File: config.mk
export PLATFORM = sky130hd
export DESIGN_NAME = rtt_estimator_backoff_timer
export DESIGN_NICKNAME = d
export VERILOG_FILES = /design/src/sv/rttebt_pkg.sv /design/src/sv/rttebt_update.sv /design/src/sv/rtt_estimator_backoff_timer.sv
export SDC_FILE = /design/constraint.sdc
export NUM_CORES = 1
export LEC_CHECK = 0
export ABC_AREA = 1
export BUFFER_PORTS_ARGS = -buffer_cell sky130_fd_sc_hd__buf_2
export CAP_MARGIN = 5
export CORE_MARGIN = 4
export CORE_UTILIZATION = 62
export CTS_CLUSTER_SIZE = 20
export DETAILED_ROUTE_END_ITERATION = 10
export PLACE_DENSITY = 0.82
export SLEW_MARGIN = 5
export SYNTH_ARGS = -nofsm -noshare
export SYNTH_HDL_FRONTEND = slang
export SYNTH_HIERARCHICAL = 1
export SYNTH_SLANG_ARGS = --single-unit
export TNS_END_PERCENT = 30
File: constraint.sdc
create_clock -name clk -period 10.3 [get_ports clk]
set_clock_uncertainty 0.1 [all_clocks]
set_input_delay 0.515 -clock clk [delete_from_list [all_inputs] [get_ports clk]]
set_output_delay 0.515 -clock clk [all_outputs]
set_load 0.02 [all_outputs]
File: src/sv/rttebt_pkg.sv
// Shared types and constants for the rtt estimator and backoff timer.
`timescale 1ns / 1ps

package rttebt_pkg;

	localparam int ACTION_W  = 2;
	localparam int SAMPLE_W  = 21;
	localparam int RTT_W     = 32;
	localparam int TIMEOUT_W = 16;
	localparam int STEP_W    = 4;

	// Request kinds carried on the input tuser.
	localparam logic [ACTION_W-1:0] ACT_RESTART = 2'd0;
	localparam logic [ACTION_W-1:0] ACT_SAMPLE  = 2'd1;
	localparam logic [ACTION_W-1:0] ACT_PERSIST = 2'd2;

	// The backoff factor stops growing at 2^6.
	localparam logic [STEP_W-1:0] MAX_SHIFT = 4'd6;

	// Register byte addresses on the configuration port.
	localparam int PADDR_W = 3;
	localparam logic [PADDR_W-1:0] ADDR_INIT_SRTT   = 3'd0;
	localparam logic [PADDR_W-1:0] ADDR_INIT_RTTVAR = 3'd4;

	localparam int IN_TDATA_W  = 24;
	localparam int OUT_TDATA_W = 88;

	typedef struct packed {
		logic [RTT_W-1:0]  srtt;
		logic [RTT_W-1:0]  rttvar;
		logic [STEP_W-1:0] backoff;
	} rttebt_state_t;

endpackage

File: src/sv/rttebt_update.sv
// Next-state and timeout logic for one estimator request.
`timescale 1ns / 1ps

module rttebt_update import rttebt_pkg::*; #(
	parameter int TICKS_PER_SECOND = 100,
	parameter int MAX_BACKOFF_STEP = 12
) (
	input  logic [ACTION_W-1:0]        action,
	input  logic signed [SAMPLE_W-1:0] rtt_sample,
	input  rttebt_state_t              cur,
	input  logic [RTT_W-1:0]           init_srtt,
	input  logic [RTT_W-1:0]           init_rttvar,
	output rttebt_state_t              nxt,
	output logic [TIMEOUT_W-1:0]       timeout_ticks
);

	localparam logic [37:0] MIN_TICKS = 38'(TICKS_PER_SECOND);
	localparam logic [37:0] MAX_TICKS = 38'(600 * TICKS_PER_SECOND);
	localparam logic [STEP_W-1:0] STEP_CAP = STEP_W'(MAX_BACKOFF_STEP);

	logic [SAMPLE_W-1:0] mag;
	logic signed [34:0]  err;
	logic signed [34:0]  err_half;
	logic signed [34:0]  srtt_sum;
	logic [34:0]         err_abs;
	logic signed [35:0]  var_diff;
	logic signed [35:0]  var_sum;
	logic [RTT_W-1:0]    srtt_new;
	logic [RTT_W-1:0]    var_new;
	logic [32:0]         base;
	logic [2:0]          shamt;
	logic [37:0]         prod;
	logic [37:0]         clamped;

	// Sample update: the error is taken against the scaled average, and the
	// deviation tracks half of its magnitude.
	always_comb begin
		mag      = rtt_sample[SAMPLE_W-1] ? (~rtt_sample + 1'b1) : rtt_sample;
		err      = $signed({11'd0, mag, 3'b000}) - $signed({3'b000, cur.srtt});
		srtt_sum = $signed({3'b000, cur.srtt}) + (err >>> 3);
		srtt_new = (srtt_sum < 35'sd1) ? 32'd1 : srtt_sum[31:0];
		err_half = err >>> 1;
		err_abs  = err_half[34] ? 35'(-err_half) : err_half;
		var_diff = $signed({1'b0, err_abs}) - $signed({4'd0, cur.rttvar});
		var_sum  = $signed({4'd0, cur.rttvar}) + (var_diff >>> 2);
		var_new  = (var_sum < 36'sd1) ? 32'd1 : var_sum[31:0];
	end

	// Persist timeout: base interval scaled by the backoff factor, then clamped.
	always_comb begin
		base    = {3'b000, cur.srtt[31:2]} + {1'b0, cur.rttvar};
		shamt   = (cur.backoff < MAX_SHIFT) ? cur.backoff[2:0] : MAX_SHIFT[2:0];
		prod    = {6'd0, base[32:1]} << shamt;
		clamped = prod;
		if (prod < MIN_TICKS) begin
			clamped = MIN_TICKS;
		end
		if (prod > MAX_TICKS) begin
			clamped = MAX_TICKS;
		end
	end

	always_comb begin
		nxt           = cur;
		timeout_ticks = '0;
		case (action)
			ACT_RESTART: begin
				nxt.srtt    = init_srtt;
				nxt.rttvar  = init_rttvar;
				nxt.backoff = '0;
			end
			ACT_SAMPLE: begin
				nxt.srtt   = srtt_new;
				nxt.rttvar = var_new;
			end
			ACT_PERSIST: begin
				timeout_ticks = clamped[TIMEOUT_W-1:0];
				if (cur.backoff < STEP_CAP) begin
					nxt.backoff = cur.backoff + 4'd1;
				end
			end
			default: begin
				nxt = cur;
			end
		endcase
	end

endmodule

File: src/sv/rtt_estimator_backoff_timer.sv
// Top level of the rtt estimator with backed-off persist timer.
`timescale 1ns / 1ps

// Usage
// Each request on the slave stream carries a kind on s_tuser (restart, rtt
// sample or persist timeout) and a signed tick sample on s_tdata. Every
// request produces exactly one result on the master stream: the persist
// timeout (zero for other kinds) and the smoothed rtt, deviation and
// backoff step as they stand after the request.
// A request is registered at acceptance; once the result register is free,
// it is applied to the estimator state and loaded into the result register,
// from which m_tvalid is driven. One request per cycle is sustained while
// the receiver takes results; the rate is set by the single state update
// between the input register and the result register, which also keeps
// back-to-back requests ordered.
// When the receiver stalls, the result register holds and the input
// register fills; s_tready drops only when both are occupied.
// Reset clears the estimator state, both initial-value registers and all
// valid flags. The initial values are written over the APB port at byte
// addresses 0 and 4 and are loaded by a restart request.

module rtt_estimator_backoff_timer import rttebt_pkg::*; #(
	parameter int TICKS_PER_SECOND = 100,
	parameter int MAX_BACKOFF_STEP = 12
) (
	input  logic                   clk,
	input  logic                   arst_n,
	// Slave stream.
	input  logic                   s_tvalid,
	output logic                   s_tready,
	input  logic [IN_TDATA_W-1:0]  s_tdata,   // [20:0] rtt_sample, [23:21] zero
	input  logic [ACTION_W-1:0]    s_tuser,   // [1:0] action
	// Master stream.
	output logic                   m_tvalid,
	input  logic                   m_tready,
	output logic [OUT_TDATA_W-1:0] m_tdata,   // [15:0] timeout_ticks, [47:16] smoothed_rtt,
	                                          // [79:48] rtt_deviation, [83:80] backoff_step,
	                                          // [87:84] zero
	// Configuration port.
	input  logic                   psel,
	input  logic                   penable,
	input  logic                   pwrite,
	input  logic [PADDR_W-1:0]     paddr,
	input  logic [31:0]            pwdata,
	output logic [31:0]            prdata,
	output logic                   pready
);

	logic [RTT_W-1:0] init_srtt_q;
	logic [RTT_W-1:0] init_rttvar_q;

	logic                       valid_s1;
	logic [ACTION_W-1:0]        action_s1;
	logic signed [SAMPLE_W-1:0] sample_s1;

	rttebt_state_t        state_q;
	rttebt_state_t        state_nxt;
	logic [TIMEOUT_W-1:0] timeout_nxt;

	logic                 out_valid_q;
	logic [TIMEOUT_W-1:0] out_timeout_q;
	rttebt_state_t        out_state_q;

	logic out_free;
	logic advance;

	// The result register can take a new value when it is empty or being read.
	assign out_free = !out_valid_q || m_tready;
	assign advance  = valid_s1 && out_free;
	assign s_tready = !valid_s1 || out_free;

	// Configuration registers; only bit 2 of the address selects a register.
	assign pready = 1'b1;

	always_ff @(posedge clk or negedge arst_n) begin
		if (!arst_n) begin
			init_srtt_q   <= '0;
			init_rttvar_q <= '0;
		end else if (psel && penable && pwrite && pready) begin
			if (paddr[2] == ADDR_INIT_RTTVAR[2]) begin
				init_rttvar_q <= pwdata;
			end else begin
				init_srtt_q <= pwdata;
			end
		end
	end

	assign prdata = (paddr[2] == ADDR_INIT_SRTT[2]) ? init_srtt_q : init_rttvar_q;

	// Input register.
	always_ff @(posedge clk or negedge arst_n) begin
		if (!arst_n) begin
			valid_s1 <= 1'b0;
		end else if (s_tready) begin
			valid_s1 <= s_tvalid;
		end
	end

	always_ff @(posedge clk) begin
		if (s_tvalid && s_tready) begin
			action_s1 <= s_tuser;
			sample_s1 <= $signed(s_tdata[SAMPLE_W-1:0]);
		end
	end

	rttebt_update #(
		.TICKS_PER_SECOND(TICKS_PER_SECOND),
		.MAX_BACKOFF_STEP(MAX_BACKOFF_STEP)
	) u_update (
		.action       (action_s1),
		.rtt_sample   (sample_s1),
		.cur          (state_q),
		.init_srtt    (init_srtt_q),
		.init_rttvar  (init_rttvar_q),
		.nxt          (state_nxt),
		.timeout_ticks(timeout_nxt)
	);

	// Estimator state moves only as a request passes into the result register.
	always_ff @(posedge clk or negedge arst_n) begin
		if (!arst_n) begin
			state_q <= '0;
		end else if (advance) begin
			state_q <= state_nxt;
		end
	end

	// Result register.
	always_ff @(posedge clk or negedge arst_n) begin
		if (!arst_n) begin
			out_valid_q <= 1'b0;
		end else if (out_free) begin
			out_valid_q <= valid_s1;
		end
	end

	always_ff @(posedge clk) begin
		if (advance) begin
			out_timeout_q <= timeout_nxt;
			out_state_q   <= state_nxt;
		end
	end

	assign m_tvalid = out_valid_q;
	assign m_tdata  = {4'd0, out_state_q.backoff, out_state_q.rttvar,
		out_state_q.srtt, out_timeout_q};

endmodule

Word-level counts from Yosys, hierarchy flattened
Index checks and enable logic that the tools add are counted.
- bits in registers: 241
- output and inout bits: 123
- logic and storage cells: 59
- add/subtract/negate cells: 8
- magnitude comparators: 6
- equality and inequality tests: 2
- shifts and indexed selects: 1
- multiplexer cells: 11
- bitwise logic cells: 3
- reduce and logical (&&, ||, !) cells: 13
- operators by type and width (cell ; count):
    one-hot mux 64 bit (2 select lines) ; 1
    2-to-1 mux 32 bit ; 3
    > comparator 38 x 16 -> 1 bit, second input constant ; 1
    < comparator 38 x 7 -> 1 bit, second input constant ; 1
    << shifter 32 x 3 -> 38 bit ; 1
    < comparator 36 x 2 -> 1 bit, second input constant ; 1
    subtractor 35 x 32 -> 36 bit ; 1
    adder 33 x 34 -> 35 bit ; 1
    < comparator 35 x 2 -> 1 bit, second input constant ; 1
    2-to-1 mux 35 bit ; 1
    negation 32 -> 35 bit ; 1
    adder 33 x 30 -> 34 bit ; 1
    adder 30 x 32 -> 33 bit ; 1
    subtractor 24 x 32 -> 33 bit ; 1
    2-to-1 mux 16 bit ; 2
    adder 21 x 1 -> 21 bit, second input constant ; 1
    2-to-1 mux 21 bit ; 1
    NOT 21 bit ; 1
    one-hot mux 4 bit (2 select lines) ; 1
    adder 4 x 1 -> 4 bit, second input constant ; 1
    logical AND 1 bit ; 4
    < comparator 4 x 3 -> 1 bit, second input constant ; 1
    < comparator 4 bit, second input constant ; 1
    2-to-1 mux 4 bit ; 1
    other kinds (10) ; 14

Longest topological paths before layout
- depth after elaboration: 11
- mapped depth: 59
- gate-level depth less buffers: 59

Hierarchy
The synthesis kept the hierarchy.
- modules (own cells, without submodules) (module ; instances ; cells an instance ; area each (µm²)):
    rttebt_update ; 1 ; 2725 ; 14106.0
    rtt_estimator_backoff_timer ; 1 ; 796 ; 8808.4

Worst setup path before layout
OpenSTA, ideal clock, no wires.
- path kind: flip-flop to flip-flop
- start: reg sample_s1[0]
- end: reg out_state_q, in the netlist m_tdata[67] (data pin)
- arrival time: 7.009 ns
- data required time: 9.927 ns
- setup slack: 2.918 ns
- cell stages (with the launch flop): 50
- cell sequence: edfxtp_1 > inv_1 > ha_1 > inv_1 > nor3_1 > nand2_1 > nor3_1 > nand2_1 > o31ai_1 > nand2_1 > xor2_1 > ha_1 > a21o_1 > a31oi_1 > o21ai_0 > a21o_2 > nand2_1 > clkbuf_1 > (+14 left out) > nand2_1 > nand2_1 > nand2_1 > xor2_1 > ha_1 > a21o_1 > a21oi_1 > o21ai_0 > a21oi_1 > nand2_1 > xor2_1 > nor2_1 > nand2_1 > nor2_1 > nand4_1 > nand2_2 > buf_4 > o21ai_0
- RTL lines (what ; line ; RTL):
    from (decl) ; rtt_estimator_backoff_timer.sv:54 ; logic signed [SAMPLE_W-1:0] sample_s1;
    from (signal assigned) ; rtt_estimator_backoff_timer.sv:102 ; sample_s1 <= $signed(s_tdata[SAMPLE_W-1:0]);
    to (signal assigned) ; rtt_estimator_backoff_timer.sv:140 ; out_state_q <= state_nxt;
    to (decl) ; rtt_estimator_backoff_timer.sv:62 ; rttebt_state_t out_state_q;

==> reports/results.tsv <==
stage	metric	value	unit
status	status	completed	
setup_path	critPathCapture	m_tdata[59]	
setup_path	cpMaxStageDelayCell	xor2_1	
synth	synth_area	0.0229	mm2
synth	synth_top_area_share	20.1	%
synth	ys.flop_type	dfrtp_1	
placed_design	place_congestion	1.07	
placed_design	io_buffers	180	
cts	cts_sinks	241	
detailed_routing	via_per_inst	6.03	
synth	synthXorXnorAreaFrac	5.57	%
global_routing	grt_usage	40.0	%
synth	synthTopCellsByCount	nand2_1 (1227), inv_1 (426), nor2_1 (327)	
placed_design	hpwlAfterDp	67000	um
synth	synth_edf_count	107	
setup_path	crit_type	flip-flop to flip-flop	
detailed_routing	first_pass_iters	6	
synth	synth_top_area_cell	nand2_1	
detailed_routing	vias	25016	
setup_path	reg2reg_slack	0.72	ns
finish	multi_input_area	0.0143	mm2
finish	register_area	0.00657	mm2
floorplanning	die-height	200	um
setup_path	required	10.51	ns
finish	layout-drive-gt1-share	8.93	%
global_routing	grt-ovfl-total	0	
global_routing	first_global_vias	23364	
setup_path	path_max_fanout	28	
cts	cts_tree	yes	
cts	insertion_delay	0.58	ns
finish	antenna_cells	0	
setup_path	cpMostUsedCell	nand2_1	
synth	synth_cells	3521	
cts	clk_pin_slew	0.06	ns
setup_path	critPathCaptureType	flip-flop	
global_routing	grt_max_degree	82	
finish	fillCellCount	3211	
setup_path	cp-startpoint	sample_s1[0]	
cts	htree_levels	1	
synth	ys_types	64	
timing	hold_violations	0	
synth	synthTopCellsByArea	nand2_1 (20%), dfrtp_1 (15%), edfxtp_1 (14%)	
floorplanning	placeableCoreArea	0.0365	mm2
finish	nNetsFinal	3887	
global_routing	grt_pass1_wl	128000	um
detailed_routing	wl	84200	um
synth	ys_seq_area_share	28.7	%
synth	ys_warn_count	6	
synth	synth_most_common_cell	nand2_1	
timing	tightest_slew	1.16	ns
timing	max_slew_margin	22.5	%
floorplanning	dieArea	0.0401	mm2
floorplanning	rows	70	
synth	async_reset_ff_share	55.6	%
floorplanning	pin_count	191	
cts	cts_setup_buffers	0	
setup_path	rr_endpoint	m_tdata[59]	
setup_path	arrival	9.79	ns
setup_path	r2r_start	sample_s1[0]	
cts	root_buffer	clkbuf_16	
timing	rsz0062_at_grt	false	
synth	synth_fa_ha_area_share	8.51	%
synth	synth-seq-cells	241	
detailed_routing	wl_per_cell	20.3	um
job	drv_cap	0	
timing	setup_tns	0	ns
setup_path	worstSetupStartpointType	flip-flop	
timing	timing.final.crit_period	9.58	ns
timing	drv_slew	0	
cts	clk_path_buf_depth	3	
setup_path	slowest_delay	0.59	ns
global_routing	antenna_found_initial	3	
detailed_routing	drt.antenna.violating_nets	0	
cts	cts_made_buffers	26	
detailed_routing	drt_iter0_drc	3150	
timing	fmaxAchievable	104	MHz
synth	synth-simple-area-share	36.6	%
setup_path	r2r_cells	50	
timing	post-route-period-util	93.0	%
finish	area_growth	9.28	%
hold_path	hp-class	input pin to flip-flop	
synth	synth_compound_area_share	11.5	%
timing	setup_viol	0	
floorplanning	start_util	62.7	%
synth	synth_top_family_by_area	simple AND/OR/NAND/NOR gates	
synth	syn_area_per_cell	6.51	um2
detailed_routing	drc	0	
floorplanning	die_w	200	um
synth	synthMuxAreaShare	0	%
[worst min path at each step]
stage | start | slack [ns] | depth (start not counted) | end
6_report | s_tuser[0] | 0.02 | 1 | action_s1[0]
5_1_grt | s_tuser[0] | 0.002 | 1 | action_s1[0]
4_1_cts | s_tuser[1] | 0.00003 | 1 | action_s1[1]
3_5_place_dp | init_rttvar_q[14] | 0.40 | 2 | init_rttvar_q[14]
3_3_place_gp | init_srtt_q[2] | 0.38 | 2 | init_srtt_q[2]
2_1_floorplan | arst_n | 0.12 | 0 | init_rttvar_q[0]
[worst max-delay path, delay by kind of cell (launching register included)]
| family | cells | cell delay, ns |
|---|---|---|
| AO/OA/AOI/OAI | 6 | 1.14 |
| buffers and inverters | 6 | 0.60 |
| AND/OR/NAND/NOR | 31 | 4.90 |
| flip-flops | 1 | 0.41 |
| adder cells (fa/ha/maj) | 3 | 1.09 |
| XOR/XNOR | 4 | 1.07 |
[kinds of logic after synthesis]
group,Yosys count
compound gates,439
xor+xnor,141
fa+ha+maj,154
buf+inv,536
flops,241
other cells,2
simple gates,2008
[placed cells by master (no fill, tap or decap), drive strengths merged, types with 3 or more instances in the layout]
master / n
nand2: 1244
inv: 450
nor2: 343
nand3: 290
buf: 197
a21oi: 152
ha: 151
o21ai: 140
dfrtp: 134
edfxtp: 107
xor2: 103
a22oi: 65
nand4: 56
nor3: 44
xnor2: 38
clkbuf: 36
a21o: 27
o21bai: 15
nand3b: 14
a21boi: 13
a31oi: 11
nor4: 8
clkinv: 8
conb: 5
o211ai: 5
o21a: 5
and2: 4
dlygate4sd3: 3
fa: 3
or2: 3
[per-stage QoR]
stage	util (%)	setup slack (ns)	hold WS [ns]	cells	instance area (um2)
after floorplan	-	2.92	0.119	3524	22900
after global placement	66.1	1.33	0.381	4101	24100
after detailed placement	66.1	1.04	0.398	4101	24100
after CTS	68.5	0.954	0.0000319	4151	25000
after global routing	68.6	0.0387	0.00164	4152	25000
final	68.6	0.721	0.0157	4152	25000
[area by class of cell]
cell class	count	area share (%)
clock buffers	36	2.87
clock inverters	11	0.445
inverters	449	6.73
multi-input cells	2747	57.1
flip-flops and latches	241	26.2
well taps	468	2.34
repair buffers	200	4.33
[repair_timing]
item,CTS,global route
endpoints found under the hold margin,59,0
hold buffers,3,0
setup endpoints to repair,0,42
gates resized for setup,0,1
[sequential cells by signal, indices dropped and copies added, names as in the netlist]
register,flops
out_timeout_q,16
valid_s1,1
m_tdata,68
init_srtt_q,32
action_s1,2
sample_s1,21
state_q,68
init_rttvar_q,32
m_tvalid,1
[metal layers]
layer,share of wire (%),vias to the layer above,routed length (um),track usage (%)
met1,38,11474,32200,51.3
met2,45,1486,38100,65.3
met4,6.5,6,5500,21.0
met5,0.036,-,30,0
li1,-,11704,-,-
met3,9.9,346,8310,6.67
Power is not shown: default switching activity piles up to over one toggle a cycle in this logic, so the estimate is an artifact.
